--- src/hdl/accel_fall_detector_core_defines.svh ---
// Assertion macros shared by the fall detector RTL.
`ifndef ACCEL_FALL_DETECTOR_CORE_DEFINES_SVH
`define ACCEL_FALL_DETECTOR_CORE_DEFINES_SVH

// Same-cycle implication, checked on every rising clock edge.
`define AFD_ASSERT_NOW(label, clk, dis, ante, cons) \
  label: assert property (@(posedge clk) disable iff (dis) (ante) |-> (cons)) \
    else $error("afd check failed");

// Next-cycle implication, checked on every rising clock edge.
`define AFD_ASSERT_NEXT(label, clk, dis, ante, cons) \
  label: assert property (@(posedge clk) disable iff (dis) (ante) |=> (cons)) \
    else $error("afd check failed");

`endif

--- src/hdl/afd_pkg.sv ---
// Shared types, codes and constants of the fall detector.
`default_nettype none

package afd_pkg;

  localparam int ACC_W  = 16;
  localparam int TIME_W = 40;
  localparam int THR_W  = 16;
  localparam int DUR_W  = 32;
  localparam int SQ_W   = 31;
  localparam int MAG_W  = 32;
  localparam int CFG_IDX_W  = 2;
  localparam int CFG_DATA_W = 32;

  localparam logic [1:0] PH_IDLE      = 2'd0;
  localparam logic [1:0] PH_FREE      = 2'd1;
  localparam logic [1:0] PH_IMPACT    = 2'd2;
  localparam logic [1:0] PH_CONFIRMED = 2'd3;

  localparam logic [CFG_IDX_W-1:0] REG_FREE_FALL_THR = 2'd0;
  localparam logic [CFG_IDX_W-1:0] REG_IMPACT_THR    = 2'd1;
  localparam logic [CFG_IDX_W-1:0] REG_STILL_THR     = 2'd2;
  localparam logic [CFG_IDX_W-1:0] REG_STILL_DUR     = 2'd3;

  localparam logic [THR_W-1:0] FREE_FALL_THR_RESET = 16'd6554;
  localparam logic [THR_W-1:0] IMPACT_THR_RESET    = 16'd32768;
  localparam logic [THR_W-1:0] STILL_THR_RESET     = 16'd19661;
  localparam logic [DUR_W-1:0] STILL_DUR_RESET     = 32'd2000000;

  localparam logic [MAG_W-1:0] FREE_FALL_SQ_RESET =
    MAG_W'(FREE_FALL_THR_RESET) * MAG_W'(FREE_FALL_THR_RESET);
  localparam logic [MAG_W-1:0] IMPACT_SQ_RESET =
    MAG_W'(IMPACT_THR_RESET) * MAG_W'(IMPACT_THR_RESET);
  localparam logic [MAG_W-1:0] STILL_SQ_RESET =
    MAG_W'(STILL_THR_RESET) * MAG_W'(STILL_THR_RESET);

  typedef struct packed {
    logic [MAG_W-1:0] free_fall_sq;
    logic [MAG_W-1:0] impact_sq;
    logic [MAG_W-1:0] still_sq;
    logic [DUR_W-1:0] still_duration_us;
  } afd_cfg_t;

  typedef struct packed {
    logic              kind;
    logic [SQ_W-1:0]   sq_x;
    logic [SQ_W-1:0]   sq_y;
    logic [SQ_W-1:0]   sq_z;
    logic [TIME_W-1:0] time_us;
  } afd_mag_t;

endpackage

`default_nettype wire

--- src/hdl/afd_stream_if.sv ---
// Sample and result channel interfaces of the fall detector.
`default_nettype none

interface afd_in_if;
  logic                                valid;
  logic                                ready;
  logic                                kind;
  logic signed [afd_pkg::ACC_W-1:0]    accel_x;
  logic signed [afd_pkg::ACC_W-1:0]    accel_y;
  logic signed [afd_pkg::ACC_W-1:0]    accel_z;
  logic        [afd_pkg::TIME_W-1:0]   time_us;

  modport source (output valid, kind, accel_x, accel_y, accel_z, time_us, input ready);
  modport sink   (input valid, kind, accel_x, accel_y, accel_z, time_us, output ready);
endinterface

interface afd_out_if;
  logic       valid;
  logic       ready;
  logic       fall_alarm;
  logic [1:0] phase;

  modport source (output valid, fall_alarm, phase, input ready);
  modport sink   (input valid, fall_alarm, phase, output ready);
endinterface

`default_nettype wire

--- src/hdl/afd_cfg.sv ---
// Configuration registers; thresholds are kept squared.
`default_nettype none

module afd_cfg (
  input  wire logic                             clk,
  input  wire logic                             rst,
  input  wire logic                             cfg_we,
  input  wire logic [afd_pkg::CFG_IDX_W-1:0]    cfg_index,
  input  wire logic [afd_pkg::CFG_DATA_W-1:0]   cfg_wdata,
  output afd_pkg::afd_cfg_t                     cfg
);

  logic [afd_pkg::MAG_W-1:0] wr_sq;

  assign wr_sq = afd_pkg::MAG_W'(cfg_wdata[afd_pkg::THR_W-1:0]) *
                 afd_pkg::MAG_W'(cfg_wdata[afd_pkg::THR_W-1:0]);

  always_ff @(posedge clk) begin
    if (rst) begin
      cfg.free_fall_sq      <= afd_pkg::FREE_FALL_SQ_RESET;
      cfg.impact_sq         <= afd_pkg::IMPACT_SQ_RESET;
      cfg.still_sq          <= afd_pkg::STILL_SQ_RESET;
      cfg.still_duration_us <= afd_pkg::STILL_DUR_RESET;
    end else if (cfg_we) begin
      unique case (cfg_index)
        afd_pkg::REG_FREE_FALL_THR: cfg.free_fall_sq      <= wr_sq;
        afd_pkg::REG_IMPACT_THR:    cfg.impact_sq         <= wr_sq;
        afd_pkg::REG_STILL_THR:     cfg.still_sq          <= wr_sq;
        afd_pkg::REG_STILL_DUR:     cfg.still_duration_us <= cfg_wdata[afd_pkg::DUR_W-1:0];
        default: ;
      endcase
    end
  end

endmodule

`default_nettype wire

--- src/hdl/afd_mag.sv ---
// Input register and per-axis squaring.
`default_nettype none

module afd_mag (
  input  wire logic         clk,
  input  wire logic         rst,
  afd_in_if.sink            sample_in,
  output logic              mag_valid,
  input  wire logic         mag_ready,
  output afd_pkg::afd_mag_t mag
);

  logic                                s1_valid;
  logic                                s1_kind;
  logic signed [afd_pkg::ACC_W-1:0]    s1_x;
  logic signed [afd_pkg::ACC_W-1:0]    s1_y;
  logic signed [afd_pkg::ACC_W-1:0]    s1_z;
  logic        [afd_pkg::TIME_W-1:0]   s1_time;
  logic signed [afd_pkg::MAG_W-1:0]    p_x;
  logic signed [afd_pkg::MAG_W-1:0]    p_y;
  logic signed [afd_pkg::MAG_W-1:0]    p_z;

  assign mag_valid       = s1_valid;
  assign sample_in.ready = !s1_valid || mag_ready;

  assign p_x = afd_pkg::MAG_W'(s1_x) * afd_pkg::MAG_W'(s1_x);
  assign p_y = afd_pkg::MAG_W'(s1_y) * afd_pkg::MAG_W'(s1_y);
  assign p_z = afd_pkg::MAG_W'(s1_z) * afd_pkg::MAG_W'(s1_z);

  always_ff @(posedge clk) begin
    if (rst) begin
      s1_valid <= 1'b0;
    end else if (sample_in.ready) begin
      s1_valid <= sample_in.valid;
    end
  end

  always_ff @(posedge clk) begin
    if (sample_in.ready && sample_in.valid) begin
      s1_kind <= sample_in.kind;
      s1_x    <= sample_in.accel_x;
      s1_y    <= sample_in.accel_y;
      s1_z    <= sample_in.accel_z;
      s1_time <= sample_in.time_us;
    end
  end

  always_comb begin
    mag.kind    = s1_kind;
    mag.sq_x    = p_x[afd_pkg::SQ_W-1:0];
    mag.sq_y    = p_y[afd_pkg::SQ_W-1:0];
    mag.sq_z    = p_z[afd_pkg::SQ_W-1:0];
    mag.time_us = s1_time;
  end

endmodule

`default_nettype wire

--- src/hdl/afd_phase.sv ---
// Phase machine, impact timestamp and result register.
`default_nettype none

module afd_phase (
  input  wire logic              clk,
  input  wire logic              rst,
  input  wire afd_pkg::afd_cfg_t cfg,
  input  wire logic              mag_valid,
  output logic                   mag_ready,
  input  wire afd_pkg::afd_mag_t mag,
  afd_out_if.source              result_out
);

  logic [1:0]                    fall_phase;
  logic [1:0]                    fall_phase_next;
  logic [afd_pkg::TIME_W-1:0]    impact_time;
  logic [afd_pkg::TIME_W-1:0]    impact_time_next;
  logic                          alarm_next;
  logic [afd_pkg::MAG_W-1:0]     mag2;
  logic [afd_pkg::TIME_W-1:0]    elapsed;
  logic                          beat;

  assign mag_ready = !result_out.valid || result_out.ready;
  assign beat      = mag_valid && mag_ready;

  assign mag2 = afd_pkg::MAG_W'(mag.sq_x) + afd_pkg::MAG_W'(mag.sq_y) +
                afd_pkg::MAG_W'(mag.sq_z);
  assign elapsed = mag.time_us - impact_time;

  always_comb begin
    fall_phase_next  = fall_phase;
    impact_time_next = impact_time;
    alarm_next       = 1'b0;
    if (mag.kind) begin
      fall_phase_next  = afd_pkg::PH_IDLE;
      impact_time_next = '0;
    end else begin
      unique case (fall_phase)
        afd_pkg::PH_IDLE: begin
          if (mag2 < cfg.free_fall_sq) fall_phase_next = afd_pkg::PH_FREE;
        end
        afd_pkg::PH_FREE: begin
          if (mag2 > cfg.impact_sq) begin
            fall_phase_next  = afd_pkg::PH_IMPACT;
            impact_time_next = mag.time_us;
          end
        end
        afd_pkg::PH_IMPACT: begin
          if (mag2 < cfg.still_sq) begin
            if (elapsed > afd_pkg::TIME_W'(cfg.still_duration_us)) begin
              fall_phase_next = afd_pkg::PH_CONFIRMED;
              alarm_next      = 1'b1;
            end
          end else begin
            fall_phase_next = afd_pkg::PH_IDLE;
          end
        end
        afd_pkg::PH_CONFIRMED: ;
        default: ;
      endcase
    end
  end

  always_ff @(posedge clk) begin
    if (rst) begin
      fall_phase       <= afd_pkg::PH_IDLE;
      impact_time      <= '0;
      result_out.valid <= 1'b0;
    end else begin
      if (mag_ready) result_out.valid <= mag_valid;
      if (beat) begin
        fall_phase  <= fall_phase_next;
        impact_time <= impact_time_next;
      end
    end
  end

  always_ff @(posedge clk) begin
    if (beat) begin
      result_out.fall_alarm <= alarm_next;
      result_out.phase      <= fall_phase_next;
    end
  end

endmodule

`default_nettype wire

--- src/hdl/accel_fall_detector_core.sv ---
// Top level of the accelerometer fall detector.
//
// sample_in carries one beat per sample: kind (0 sample, 1 clear), three
// signed 16-bit axis counts at 16384 per g and a 40-bit microsecond stamp.
// result_out returns exactly one beat per sample: fall_alarm and phase
// (0 idle, 1 free fall, 2 impact, 3 confirmed). A beat moves when valid
// and ready are both high.
// An accepted sample passes the input register, then per-axis squaring,
// the magnitude sum, threshold compares and phase update into the result
// register. One sample is accepted every cycle while the receiver holds
// ready; the two registers, each refilled as it empties, set that rate.
// Thresholds are written on the cfg port and stored squared.
// Reset is synchronous: phase goes idle, the impact stamp clears, the
// registers take their defaults and the pipeline empties.
// When the receiver stalls, the result register holds and the input
// register behind it fills; sample_in.ready drops only once both are full.
`default_nettype none
`include "accel_fall_detector_core_defines.svh"

module accel_fall_detector_core (
  input  wire logic                             clk,
  input  wire logic                             rst,
  afd_in_if.sink                                sample_in,
  afd_out_if.source                             result_out,
  input  wire logic                             cfg_we,
  input  wire logic [afd_pkg::CFG_IDX_W-1:0]    cfg_index,
  input  wire logic [afd_pkg::CFG_DATA_W-1:0]   cfg_wdata
);

  afd_pkg::afd_cfg_t cfg;
  afd_pkg::afd_mag_t mag;
  logic              mag_valid;
  logic              mag_ready;

  afd_cfg u_cfg (
    .clk       (clk),
    .rst       (rst),
    .cfg_we    (cfg_we),
    .cfg_index (cfg_index),
    .cfg_wdata (cfg_wdata),
    .cfg       (cfg)
  );

  afd_mag u_mag (
    .clk       (clk),
    .rst       (rst),
    .sample_in (sample_in),
    .mag_valid (mag_valid),
    .mag_ready (mag_ready),
    .mag       (mag)
  );

  afd_phase u_phase (
    .clk        (clk),
    .rst        (rst),
    .cfg        (cfg),
    .mag_valid  (mag_valid),
    .mag_ready  (mag_ready),
    .mag        (mag),
    .result_out (result_out)
  );

  `AFD_ASSERT_NOW(a_alarm_confirmed, clk, rst, result_out.valid && result_out.fall_alarm, result_out.phase == afd_pkg::PH_CONFIRMED)
  `AFD_ASSERT_NEXT(a_alarm_once, clk, rst, result_out.valid && result_out.ready && result_out.fall_alarm, !(result_out.valid && result_out.fall_alarm))
  `AFD_ASSERT_NOW(a_pipe_open, clk, rst, !result_out.valid, mag_ready)
  `AFD_ASSERT_NEXT(a_reset_empty, clk, 1'b0, rst, !result_out.valid && !mag_valid)

endmodule

`default_nettype wire

--- src/flat_wrapper.sv ---
// flat-port wrapper written by rule: the top's interface ports become plain ports
module accel_fall_detector_core_flat 
  (clk, rst, cfg_we, cfg_index, cfg_wdata, sample_in_valid, sample_in_kind, sample_in_accel_x, sample_in_accel_y, sample_in_accel_z, sample_in_time_us, sample_in_ready, result_out_valid, result_out_fall_alarm, result_out_phase, result_out_ready);
  afd_in_if sample_in_i ();
  afd_out_if result_out_i ();
  input  wire logic clk;
  input  wire logic rst;
  input  wire logic cfg_we;
  input  wire logic [afd_pkg::CFG_IDX_W-1:0] cfg_index;
  input  wire logic [afd_pkg::CFG_DATA_W-1:0] cfg_wdata;
  input wire logic [$bits(sample_in_i.valid)-1:0] sample_in_valid;
  input wire logic [$bits(sample_in_i.kind)-1:0] sample_in_kind;
  input wire logic [$bits(sample_in_i.accel_x)-1:0] sample_in_accel_x;
  input wire logic [$bits(sample_in_i.accel_y)-1:0] sample_in_accel_y;
  input wire logic [$bits(sample_in_i.accel_z)-1:0] sample_in_accel_z;
  input wire logic [$bits(sample_in_i.time_us)-1:0] sample_in_time_us;
  output wire logic [$bits(sample_in_i.ready)-1:0] sample_in_ready;
  output wire logic [$bits(result_out_i.valid)-1:0] result_out_valid;
  output wire logic [$bits(result_out_i.fall_alarm)-1:0] result_out_fall_alarm;
  output wire logic [$bits(result_out_i.phase)-1:0] result_out_phase;
  input wire logic [$bits(result_out_i.ready)-1:0] result_out_ready;
  assign sample_in_i.valid = sample_in_valid;
  assign sample_in_i.kind = sample_in_kind;
  assign sample_in_i.accel_x = sample_in_accel_x;
  assign sample_in_i.accel_y = sample_in_accel_y;
  assign sample_in_i.accel_z = sample_in_accel_z;
  assign sample_in_i.time_us = sample_in_time_us;
  assign sample_in_ready = sample_in_i.ready;
  assign result_out_valid = result_out_i.valid;
  assign result_out_fall_alarm = result_out_i.fall_alarm;
  assign result_out_phase = result_out_i.phase;
  assign result_out_i.ready = result_out_ready;
  accel_fall_detector_core u_core (.clk(clk), .rst(rst), .sample_in(sample_in_i), .result_out(result_out_i), .cfg_we(cfg_we), .cfg_index(cfg_index), .cfg_wdata(cfg_wdata));
endmodule
--- config.mk ---
export PLATFORM = sky130hd
export DESIGN_NAME = accel_fall_detector_core_flat
export DESIGN_NICKNAME = d
export VERILOG_FILES = /design/src/hdl/afd_pkg.sv /design/src/hdl/afd_stream_if.sv /design/src/hdl/afd_cfg.sv /design/src/hdl/afd_mag.sv /design/src/hdl/afd_phase.sv /design/src/hdl/accel_fall_detector_core.sv /design/src/flat_wrapper.sv
export VERILOG_INCLUDE_DIRS = /design/src /design/src/hdl
export SDC_FILE = /design/constraint.sdc
export NUM_CORES = 2
export LEC_CHECK = 0
export ABC_AREA = 1
export BUFFER_PORTS_ARGS = -buffer_cell sky130_fd_sc_hd__buf_4
export CAP_MARGIN = 20
export CORE_UTILIZATION = 54
export CTS_CLUSTER_SIZE = 25
export DETAILED_ROUTE_END_ITERATION = 12
export PLACE_DENSITY = 0.71
export SLEW_MARGIN = 0
export SYNTH_ARGS = -nofsm -noshare
export SYNTH_HDL_FRONTEND = slang
export SYNTH_SLANG_ARGS = --single-unit
--- constraint.sdc ---
create_clock -name clk -period 11 [get_ports clk]
set_input_delay 1.1 -clock clk [delete_from_list [all_inputs] [get_ports clk]]
set_output_delay 1.1 -clock clk [all_outputs]
set_load 0.005 [all_outputs]
==> results.py <==
metrics = {
    "outcome": {
        "status": "finished, final reports clean",
    },
    "clock_network": {
        "clock_latency_ns": 0.60,
        "hold_buffers": 0,
        "htree_num_levels": 2,
        "cts_tree": "yes",
        "clk_pin_slew_ns": 0.07,
        "clock-root-buffer": "clkbuf_16",
        "cts_made_buffers": 35,
        "clockBufferDepth": 3,
        "cts_sinks": 261,
    },
    "worst_setup_path": {
        "cp-start-kind": "register",
        "arrival_ns": 10.62,
        "cp_num_buf_inv": 9,
        "crit_path_end_kind": "register",
        "worstSetupPathType": "register to register",
        "worst_path_most_repeated_cell": "inv_1",
        "max_stage_delay_ns": 0.92,
        "critPathMaxFanout": 40,
        "crit_required_ns": 11.44,
        "worst_path_max_delay_cell": "edfxtp_1",
        "critical-path-top-delay-family": "adder cells",
    },
    "logic_synthesis": {
        "avgSynthCellArea_um2": 8.22,
        "async_flop_share": 0,
        "ys_seq_area_frac": 0.119,
        "synth_cell_types": 59,
        "syn_area_um2": 51500,
        "yosysWarnings": 0,
        "yosysTopAreaCell": "fa_1",
        "synth_cells": 6268,
        "synth_edf_count": 92,
        "synth_ff_type": "dfxtp_1",
        "synth_top_area_frac": 0.346,
        "ys_ff_latch": 261,
        "syn-num-nets": 7824,
        "synth.top_cells.by_area": "fa_1, inv_1, ha_1",
    },
    "grt": {
        "grt_pass1_vias": 40800,
        "overflow": 0,
        "grt_start_max_net_pins": 61,
        "grt_pass1_wl_mm": 203,
        "antenna_found_initial": 1,
        "grt_usage": 0.260,
    },
    "drt": {
        "dr.pass1.iters": 5,
        "finalWirelength_mm": 122,
        "drtIter0Drc": 2375,
        "routedWlPerCell_um": 16.0,
        "drc": 0,
        "ant_nets": 0,
        "vias": 39100,
        "vias_per_cell": 5.14,
    },
    "floorplanning": {
        "die_w_um": 311,
        "io_pins": 133,
        "fp.dieArea_um2": 96600,
        "initial_core_util": 0.549,
        "die_h_um": 311,
        "coreArea_um2": 93900,
        "placementRows": 112,
    },
    "layout": {
        "final_cells": 7621,
        "layout.nets": 7897,
        "finalInstanceArea_um2": 55200,
        "num_antenna_cells": 0,
        "final_layout_size_suffix_gt1_frac": 0.0726,
        "regArea_um2": 6150,
        "multi_input_area_um2": 37500,
        "layout_commonest_cell": "inv_1",
        "fill_cells": 8494,
        "syn_to_final_growth_pct": 7.17,
        "layout_common_cells": "inv_1, nand2_1, fa_1",
    },
    "placed_design": {
        "place.gp.congestion": 0.945,
        "dpl_cell_area_um2": 53600,
        "dp_hpwl_mm": 102,
        "io_buffers": 132,
        "dp.cells": 7506,
    },
    "sta": {
        "timing.fmax_ghz": 0.0983,
        "skew_ns": 0.0389,
        "setup_violations": 0,
        "period_needed_ns": 10.17,
        "drv_slew": 0,
        "fin_setup_tns_ns": 0,
        "worst_slew_pin_slew_ns": 1.04,
        "finalHoldWorstSlack_ns": 0.466,
        "hold_viol": 0,
        "slew_headroom": 0.307,
        "period_share": 0.925,
        "grt_setup_unrepaired": "false",
    },
    "hold_path": {
        "hp-class": "register to register",
    },
    "flow_run": {
        "maxCapViolations": 0,
    },
}
[per-layer routing]
metal,routed length (um),GRT usage
met1,52700,0.341
met2,59700,0.448
met3,6450,0.0367
met4,3450,0.0759
met5,0,0
[stage by stage]
step	util	setup WS, ns
2_1_floorplan	-	2.00
3_3_place_gp	0.571	0.751
3_5_place_dp	0.571	0.494
4_1_cts	0.583	0.479
5_1_grt	0.588	0.0119
6_report	0.588	0.827
[kinds of logic after synthesis]
family | share of synthesized area
buf+inv | 0.153
simple gates | 0.132
fa+ha+maj | 0.476
compound gates | 0.0832
flops | 0.119
xor+xnor | 0.0360
[final timing paths]
| path | start | to | slack (ns) | cells past startpoint |
|---|---|---|---|---|
| worst max-delay path | u_core.u_mag.s1_x[8] | u_core.u_phase.impact_time[21] | 0.83 | 42 |
| worst min-delay path | u_core.u_cfg.cfg[30] | u_core.u_cfg.cfg[30] | 0.47 | 2 |
| worst max register to register | u_core.u_mag.s1_x[8] | u_core.u_phase.impact_time[21] | 0.83 | 42 |
| worst min register to register | u_core.u_cfg.cfg[30] | u_core.u_cfg.cfg[30] | 0.47 | 2 |
[state kept, by name, indices dropped and copies added (netlist names)]
name	cells
u_core.u_phase.result_out.valid	1
u_core.u_mag.s1_kind	1
u_core.u_phase.impact_time	40
u_core.u_mag.s1_time	40
u_core.u_phase.fall_phase	2
u_core.u_mag.mag_valid	1
u_core.u_mag.s1_x	16
u_core.u_cfg.cfg	125
u_core.u_mag.s1_z	16
u_core.u_phase.result_out.phase	2
u_core.u_mag.s1_y	16
u_core.u_phase.result_out.fall_alarm	1
[cells in the mapped netlist, types with 50 or more instances]
cell and number:
edfxtp_1 92, xor2_1 115, o21ai_0 139, nor2_1 205, xnor2_1 97, dfxtp_1 169, ha_1 538, nand4_1 72
nand2_1 1019, inv_1 1879, nand3_1 103, a21oi_2 50, clkbuf_1 162, a21oi_1 353, fa_1 890
[final cells by class]
cell class | count | share of cell area
multi-input combinational | 3929 | 0.679
inverter | 1900 | 0.129
sequential | 261 | 0.111
timing repair buffer | 214 | 0.0307
tap | 1254 | 0.0284
clock buffer | 50 | 0.0186
clock inverter | 13 | 0.00261
[tightest hold or removal path, delay by kind of cell (launching register included)]
family          cells  cell delay [ns]
compound gates      1             0.06
buf+inv             1             0.06
flops               1             0.30
[repair_timing]
action / CTS / global route
endpoints found under the setup margin: 0 / 40
resized for setup: 0 / 1
setup buffers: 0 / 51
Power is left out: the tool's default activity adds up to more than one toggle a clock period on the data nets, which glitch-free logic cannot reach.
